File: src/design/particle_integrate_and_bound_defines.svh
// Assertion macros for the particle integrate-and-bound block.
// Used by the top level; expects clk and rst_n in the including scope.
`ifndef PARTICLE_INTEGRATE_AND_BOUND_DEFINES_SVH
`define PARTICLE_INTEGRATE_AND_BOUND_DEFINES_SVH

`ifndef SYNTHESIS

// Checks a condition at every clock edge outside reset.
`define PIB_ASSERT_ALWAYS(label, expr) \
    label: assert property (@(posedge clk) disable iff (!rst_n) (expr)) \
        else $error("particle_integrate_and_bound: invariant violated");

// Checks that a trigger is followed by a condition in the following cycle.
`define PIB_ASSERT_NEXT(label, trig, expr) \
    label: assert property (@(posedge clk) disable iff (!rst_n) (trig) |=> (expr)) \
        else $error("particle_integrate_and_bound: sequence violated");

`else

`define PIB_ASSERT_ALWAYS(label, expr)
`define PIB_ASSERT_NEXT(label, trig, expr)

`endif

`endif

File: src/design/pib_pkg.sv
// Shared types, constants and fixed-point helpers for the particle
// integrate-and-bound block. No dependencies.
package pib_pkg;

    // Number of register stages in the datapath.
    localparam int NUM_STAGES = 8;

    localparam int CFG_IDX_W  = 3;
    localparam int CFG_DATA_W = 32;

    // Configuration register indexes.
    localparam logic [CFG_IDX_W-1:0] CFG_TIME_STEP   = 3'd0;
    localparam logic [CFG_IDX_W-1:0] CFG_RESTITUTION = 3'd1;
    localparam logic [CFG_IDX_W-1:0] CFG_X_LOWER     = 3'd2;
    localparam logic [CFG_IDX_W-1:0] CFG_X_UPPER     = 3'd3;
    localparam logic [CFG_IDX_W-1:0] CFG_Y_LOWER     = 3'd4;
    localparam logic [CFG_IDX_W-1:0] CFG_Y_UPPER     = 3'd5;
    localparam logic [CFG_IDX_W-1:0] CFG_Z_LOWER     = 3'd6;
    localparam logic [CFG_IDX_W-1:0] CFG_Z_UPPER     = 3'd7;

    // Register reset values.
    localparam logic [15:0]        TIME_STEP_RST   = 16'd655;
    localparam logic [16:0]        RESTITUTION_RST = 17'd32768;
    localparam logic signed [31:0] LOWER_RST       = 32'sd0;
    localparam logic signed [31:0] UPPER_RST       = 32'sd65536;

    localparam logic signed [31:0] Q_MAX = 32'sh7FFF_FFFF;
    localparam logic signed [31:0] Q_MIN = 32'sh8000_0000;

    typedef struct packed {
        logic signed [31:0] pos_x;
        logic signed [31:0] pos_y;
        logic signed [31:0] pos_z;
        logic signed [31:0] vel_x;
        logic signed [31:0] vel_y;
        logic signed [31:0] vel_z;
        logic signed [31:0] acc_x;
        logic signed [31:0] acc_y;
        logic signed [31:0] acc_z;
        logic signed [31:0] smooth_vx;
        logic signed [31:0] smooth_vy;
        logic signed [31:0] smooth_vz;
    } particle_t;

    typedef struct packed {
        logic signed [31:0] new_pos_x;
        logic signed [31:0] new_pos_y;
        logic signed [31:0] new_pos_z;
        logic signed [31:0] new_vel_x;
        logic signed [31:0] new_vel_y;
        logic signed [31:0] new_vel_z;
        logic signed [31:0] new_smooth_vx;
        logic signed [31:0] new_smooth_vy;
        logic signed [31:0] new_smooth_vz;
    } result_t;

    // Per-stage load enables and occupancy, from the pipeline control.
    typedef struct packed {
        logic [NUM_STAGES-1:0] load;
        logic [NUM_STAGES-1:0] valid;
    } pipe_ctrl_t;

    // Saturates a 34-bit signed sum to the Q16.16 range.
    function automatic logic signed [31:0] sat32(input logic signed [33:0] x);
        logic signed [31:0] r;
        if ((x[33:31] == 3'b000) || (x[33:31] == 3'b111)) begin
            r = x[31:0];
        end else if (x[33]) begin
            r = Q_MIN;
        end else begin
            r = Q_MAX;
        end
        return r;
    endfunction

    // Limits an unsigned 32-bit magnitude to 2^31 so that its negation fits.
    function automatic logic [31:0] cap_neg(input logic [31:0] m);
        logic [31:0] r;
        if (m[31] && (m[30:0] != 31'd0)) begin
            r = 32'h8000_0000;
        end else begin
            r = m;
        end
        return r;
    endfunction

endpackage

File: src/design/pib_pipe_ctrl.sv
// Valid/ready control for the datapath stages: occupancy bits and load enables.
// Depends on pib_pkg.
module pib_pipe_ctrl (
    input  logic               clk,
    input  logic               rst_n,
    input  logic               up_valid,
    output logic               up_ready,
    output logic               down_valid,
    input  logic               down_ready,
    output pib_pkg::pipe_ctrl_t ctrl
);
    import pib_pkg::*;

    logic [NUM_STAGES-1:0] valid_reg;
    logic [NUM_STAGES-1:0] valid_next;
    logic [NUM_STAGES:0]   rdy;
    logic [NUM_STAGES-1:0] feed;

    // A stage may load when it is empty or the stage after it moves on.
    always_comb
    begin
        rdy[NUM_STAGES] = down_ready;
        for (int k = NUM_STAGES - 1; k >= 0; k--)
        begin
            rdy[k] = !valid_reg[k] || rdy[k + 1];
        end
    end

    // Each stage takes the occupancy of the stage before it when it loads.
    always_comb
    begin
        feed       = {valid_reg[NUM_STAGES-2:0], up_valid};
        valid_next = (rdy[NUM_STAGES-1:0] & feed) | (~rdy[NUM_STAGES-1:0] & valid_reg);
    end

    always_ff @(posedge clk or negedge rst_n)
    begin
        if (!rst_n)
        begin
            valid_reg <= '0;
        end
        else
        begin
            valid_reg <= valid_next;
        end
    end

    assign ctrl.load  = rdy[NUM_STAGES-1:0];
    assign ctrl.valid = valid_reg;
    assign up_ready   = rdy[0];
    assign down_valid = valid_reg[NUM_STAGES-1];

endmodule

File: config.mk
export PLATFORM = sky130hd
export DESIGN_NAME = pib_pipe_ctrl
export DESIGN_NICKNAME = d
export VERILOG_FILES = /design/src/design/particle_integrate_and_bound_defines.svh /design/src/design/pib_pkg.sv /design/src/design/pib_pipe_ctrl.sv
export SDC_FILE = /design/constraint.sdc
export NUM_CORES = 1
export LEC_CHECK = 0
export ABC_AREA = 0
export BUFFER_PORTS_ARGS = -buffer_cell sky130_fd_sc_hd__buf_2
export CAP_MARGIN = 5
export CORE_AREA = 5 5 42 44
export CTS_CLUSTER_DIAMETER = 200
export DETAILED_ROUTE_END_ITERATION = 8
export DIE_AREA = 0 0 47 49
export GPL_TIMING_DRIVEN = 0
export PLACE_DENSITY = 0.58
export SYNTH_ARGS = -nofsm -noshare
export SYNTH_HDL_FRONTEND = slang
export SYNTH_SLANG_ARGS = --single-unit
File: constraint.sdc
create_clock -name clk -period 1 [get_ports clk]
set_input_delay 0.05 -clock clk [delete_from_list [all_inputs] [get_ports clk]]
set_output_delay 0.05 -clock clk [all_outputs]
set_load 0.01 [all_outputs]
Word level (Yosys, flattened, before mapping)
Index checks and enable logic that the tools add are counted.
- register bits: 8
- bitwise logic cells: 4
- reduce and logical (&&, ||, !) cells: 16
- operator list (operator ; count):
    8-bit bitwise AND ; 2
    1-bit zero test ; 8
    1-bit logical OR ; 8
    8-bit inverter ; 1
    8-bit bitwise OR ; 1

Longest topological paths before layout
Gate-level depths: netlist of the first run.
- word-level depth: 12
- gate-level depth with buffers: 4
- depth with buffers taken out: 3

Worst setup path after synthesis of the first run
No wires, ideal clock.
- path type: reg2out
- from: register (tool-made name)
- to: output ctrl[8] in the netlist's numbering
- data required time: 0.950 ns
- arrival time: 1.140 ns
- path buffers: 2
- cell stages (with the launch flop): 5
- path slack: -0.190 ns
- cell sequence: dfrtp_1 and4b_1 buf_6 nand4_1 buf_4
- RTL lines (element ; line ; source):
    end: declaration ; pib_pipe_ctrl.sv:10 ; output pib_pkg::pipe_ctrl_t ctrl

==> key figures, run 1 <==
Outcome
  • Outcome: complete, but fails checks
  • Failing checks: setup timing

GRT
  • Largest net degree at the start of global routing: 9
  • GRT Total Usage: 9.88%
  • First-pass GRT wire length: between 1500 and 2000 um
  • Gr ovfl total: 0
  • Vias in the first global route: 375
  • Antenna violations before repair: 0

Die
  • Die Span Y: ~50 um
  • Total core area: 1400 um^2
  • Die area: ~2300 um^2
  • # IOs: 22
  • FP Rows: 14
  • Initial Util: roughly 26%
  • Chip width: about 47 um

Final layout
  • N_diodes: 0
  • Register area: approximately 200 um^2
  • Area growth, synth to finish: 102%
  • Fillcell total: between 100 and 150
  • Final nets: 77
  • Multi-input gate area: approximately 150 um^2
  • Commonest non-fill, non-tap cell in the layout: buf_6
  • Layout cells sized above 1: a little over two thirds
  • Commonest non-fill, non-tap cells in the layout: buf_6 (14), buf_2 (13), buf_4 (12), dfrtp_1 (7)

Routing
  • Starting DRT DRC Count: 1
  • Avg WL per Cell: about 12 um
  • Metal2 WL: around 460 um
  • WL final: ~1100 um
  • Top layer in use: met4
  • Pre-antenna DRT Iters: 2
  • Via count: 400
  • Wire length on met3: between 150 and 200 um
  • DR DRC count: 0
  • Vias/cell: around 4.5
  • Routed length on met1: about 440 um
  • Routed Antenna Nets: 0

Setup path
  • CP required: 0.95 ns
  • Largest delay share family, worst path: flip-flops
  • R2R Setup Slk: -0.26 ns
  • Kind of critical path: flop to output pin
  • Critical Path Fanout Max: 5
  • CP max stage cell: dfrtp_1
  • Worst Path Arrival: 1.29 ns
  • Critical path buffer and inverter count: 3
  • CP Cell Sequence: buf_4, buf_6, and3b_2, nand2_1, buf_2
  • CP Capture Type: output pin
  • Crit path largest cell delay: 0.37 ns
  • Worst setup SP type: flop

Clock tree
  • Total CTS buffers: 3
  • Clock Tree Buf Depth: 2
  • Clk slew on worst S/H paths: approximately 0.06 ns
  • Clk_lat worst skew: approximately 0.26 ns
  • Clock Sinks: 8
  • CTS Root Cell: clkbuf_4
  • H-tree depth: 1
  • CTS tree: built

Yosys
  • Top cells by area, synth: dfrtp_1 (56%), a31o_1 (7.3%), nand2b_1 (5.2%), nand3_1 (4.2%), buf_4 (4.2%)
  • Count of yosys warnings during synthesis: 0
  • Avg Synthesized Cell Area: 11.6 um^2
  • Syn_nets: 35
  • Synth cell types: 16
  • Post-synthesis cell area: between 300 and 400 um^2
  • Register area share after synthesis: a little under three fifths
  • Area leader, netlist: dfrtp_1
  • Top-area cell type share of the netlist area: 55.6%
  • Synth Instances: 31
  • Flops & latches, synth: 8

STA
  • Final Hold Viols: 0
  • Post-route setup TNS: -3.84 ns
  • Final setup violation count: 19
  • Fmax: between 0.7 and 0.8 GHz
  • Worst-Margin Slew: 0.188 ns
  • Post-layout min period: around 1.3 ns
  • Final worst setup slack: -0.345 ns
  • Final Max Tran Viols: 0
  • WHS: 0.162 ns
  • Fin crit share: 134%
  • RSZ-0062 raised after global routing: yes
  • Worst slew margin: 87.5%
  • Clock Skew: between 0.002 and 0.003 ns

Pwr
  • P_int: between 0.9 and 1 mW
  • Clock share of power: 20.2%
  • Pwr Density: between 1500 and 2000 nW/um^2
  • Sequential power share: a little under a third
  • NetSw: 0.416 mW
  • Leakage: between 0.3 and 0.4 nW
  • Comb power frac: between 40% and 50%
  • Max IR drop VDD: about 0.0009 V
  • Sw frac: approximately a third

Flow run
  • Max-Cap Viols: 0

Placement
  • Dpl hpwl: roughly 620 um
  • Setup slack at placement: -0.174 ns
  • RD Place Congestion: 0.654
  • Port Buf Inserts: 21

Min path
  • Hold Crit Class: primary input to asynchronous set/reset pin
[routing by layer]
| layer | GRT usage [%] | vias up |
|---|---|---|
| met2 | 14.3 | 24 |
| met4 | 5.53 | 0 |
| li1 | - | 191 |
| met5 | 0 | - |
| met3 | 2.95 | 2 |
| met1 | 12.7 | 183 |
[through the flow]
step           util (%)  cells  total power, mW  area [um^2]
2_1_floorplan         -     31            0.650          362
3_3_place_gp       34.7     68            0.796          487
3_5_place_dp       34.7     68            0.796          487
4_1_cts            46.1     85             1.24          646
5_1_grt            52.1     88             1.40          729
6_report           52.1     88             1.32          729
[logic make-up after synthesis]
kind of cell           count (synthesis)  share of synthesized area, %
AO/OA/AOI/OAI                          6                          14.6
AND/OR/NAND/NOR                       12                          20.1
flip-flops                             8                          55.6
buffers and inverters                  5                          9.72
[layout make-up]
class / instances / area share, %
timing repair buffer: 39 / 43.6
sequential: 8 / 27.6
multi-input combinational: 18 / 19.9
clock buffer: 4 / 3.60
tap: 16 / 2.74
buffer: 2 / 2.06
inverter: 1 / 0.515
[worst paths after layout]
path                            cells past startpoint  startpoint                          to
max in group asynchronous                           2       rst_n  asynchronous set/reset pin
worst min register to register                      1        flop                        flop
worst max register to register                      7        flop                        flop
worst min-delay path                                2       rst_n  asynchronous set/reset pin
worst max-delay path                                5        flop                    ctrl[13]
min in group clk                                    4  down_ready                        flop
[synth_stat cells (all sizes together)]
cell / count
and3: 1
and3b: 1
a41o: 1
a31o: 3
inv: 1
nand4: 1
and4b: 1
dfrtp: 8
buf: 4
nand2: 2
nand3: 3
a21o: 2
nand2b: 3
[timing repair]
action                                  in CTS  in global routing
pin swaps                                    4                  4
gates resized for setup                      7                 14
setup buffers                               12                  4
endpoints found under the hold margin        9                  0
hold buffers                                 2                  0
endpoints found under the setup margin      14                 19
[power groups by stage]
stage,logic [mW],clock network [mW],registers (mW)
2_1_floorplan,0.184,0,0.466
3_3_place_gp,0.342,0,0.454
3_5_place_dp,0.343,0,0.454
4_1_cts,0.550,0.279,0.410
5_1_grt,0.696,0.287,0.421
6_report,0.640,0.267,0.415
Power figures use the tool's default switching activity.
==> run 2: changes to the inputs <==
- clock period: 1 -> 1.2 ns (I/O delays scaled with it)
==> key figures, run 2 (synthesis results as in run 1) <==
Outcome
  • Outcome: complete, but fails checks
  • Failing checks: setup timing

Clock tree
  • Clk slew on worst S/H paths: approximately 0.05 ns
  • Clock Tree Buf Depth: 2
  • Total CTS buffers: 3
  • CTS tree: built
  • H-tree depth: 1
  • Clock Sinks: 8
  • CTS Root Cell: clkbuf_4
  • Clk_lat worst skew: between 0.2 and 0.3 ns

Setup path
  • Worst Path Arrival: approximately 1.2 ns
  • Critical Path Fanout Max: 2
  • Kind of critical path: flop to output pin
  • Worst setup SP type: flop
  • CP Capture Type: output pin
  • CP required: about 1.1 ns

Final layout
  • Commonest non-fill, non-tap cells in the layout: buf_2 (17), buf_4 (13), dfrtp_1 (8), buf_6 (6)
  • Post-layout util: between 40 and 50%
  • Area growth, synth to finish: 83.3%
  • Fin area: approximately 660 um^2
  • Final nets: between 70 and 80
  • Layout cells sized above 1: 67.6%
  • Commonest non-fill, non-tap cell in the layout: buf_2
  • Final cell count without fillers: between 80 and 90
  • N_diodes: 0

GRT
  • Largest net degree at the start of global routing: 9
  • First-pass GRT wire length: 1650 um
  • Vias in the first global route: 407
  • GRT Total Usage: 9.92%
  • Gr ovfl total: 0
  • Antenna violations before repair: 0

STA
  • Worst-Margin Slew: about 0.18 ns
  • Post-layout min period: approximately 1.3 ns
  • Worst slew margin: roughly 88%
  • Final worst setup slack: -0.100 ns
  • Fmax: between 0.7 and 0.8 GHz
  • Final Hold Viols: 0
  • Final Max Tran Viols: 0
  • Clock Skew: approximately 0.0049 ns
  • Fin crit share: 108%
  • WHS: 0.101 ns
  • Final setup violation count: 9
  • RSZ-0062 raised after global routing: yes

Routing
  • Avg WL per Cell: 12.6 um
  • Routed Antenna Nets: 0
  • Via count: 390
  • DR DRC count: 0
  • WL final: 1060 um
  • Vias/cell: between 4 and 5
  • Pre-antenna DRT Iters: 1
  • Starting DRT DRC Count: 0

Pwr
  • Leakage: 0.317 nW
  • Pwr Density: 1560 nW/um^2
  • Max IR drop VDD: ~0.0008 V
  • Tot Pwr: 1.03 mW

Die
  • Total core area: 1400 um^2
  • FP Rows: 14
  • Initial Util: between 20 and 30%
  • Die area: between 2000 and 2500 um^2
  • # IOs: 22
  • Die Span Y: a little under 50 um
  • Chip width: roughly 47 um

Placement
  • Dpl cell area: roughly 500 um^2
  • Dpl hpwl: ~670 um
  • Cell Count Post-Placement: 68
  • RD Place Congestion: around 0.65
  • Port Buf Inserts: 21

Flow run
  • Max-Cap Viols: 0

Min path
  • Hold Crit Class: primary input to flop
## run 2: final cells by class
class	count	area [um^2]
fill	154	741
timing repair buffer	36	255
sequential	8	200
multi-input combinational	18	144
clock buffer	3	22.5
tap	16	20.0
buffer	2	15.0
inverter	1	3.75
## run 2: path summary, 6_finish.rpt
| path | end | from | slack [ns] | cells past startpoint |
|---|---|---|---|---|
| worst max-delay path | ctrl[8] | flop | -0.10 | 4 |
| min in group asynchronous | asynchronous set/reset pin | rst_n | 0.19 | 2 |
| worst max register to register | flop | flop | -0.02 | 4 |
| max in group asynchronous | asynchronous set/reset pin | rst_n | 0.84 | 2 |
| worst min register to register | flop | flop | 0.54 | 1 |
| worst min-delay path | flop | down_ready | 0.10 | 3 |
## run 2: power by group
| group | switching, mW | leakage (nW) | internal (mW) |
|---|---|---|---|
| clock | 0.0855 | 0.0138 | 0.114 |
| combinational | 0.218 | 0.218 | 0.270 |
| sequential | 0.0297 | 0.0846 | 0.315 |
## run 2: what timing repair did
action | CTS | global route
endpoints found under the setup margin | 8 | 13
hold buffers | 2 | 0
endpoints found under the hold margin | 9 | 0
pin swaps | 4 | 7
resized for setup | 6 | 8
buffers inserted | 11 | 2
## run 2: metrics by stage
stage                     setup slack (ns)  setup TNS (ns)
after floorplan                   0.000292               0
after global placement            -0.00749        -0.00749
after detailed placement           -0.0389         -0.0389
after CTS                           -0.166           -1.06
after global routing                -0.145          -0.887
final                               -0.100          -0.409
## run 2: worst max-delay path, cell delays in order, from the launching register on
cell and delay [ns]:
dfrtp_1 0.35, and4b_1 0.24, nand4_1 0.13, buf_4 0.16
buf_6 0.11
## run 2: routing by layer
metal	vias to the layer above	track usage [%]	share of wire (%)
li1	185	-	-
met1	184	11.7	39
met2	21	15.8	49
met3	0	2.21	13
met4	0	5.53	0
met5	-	0	0
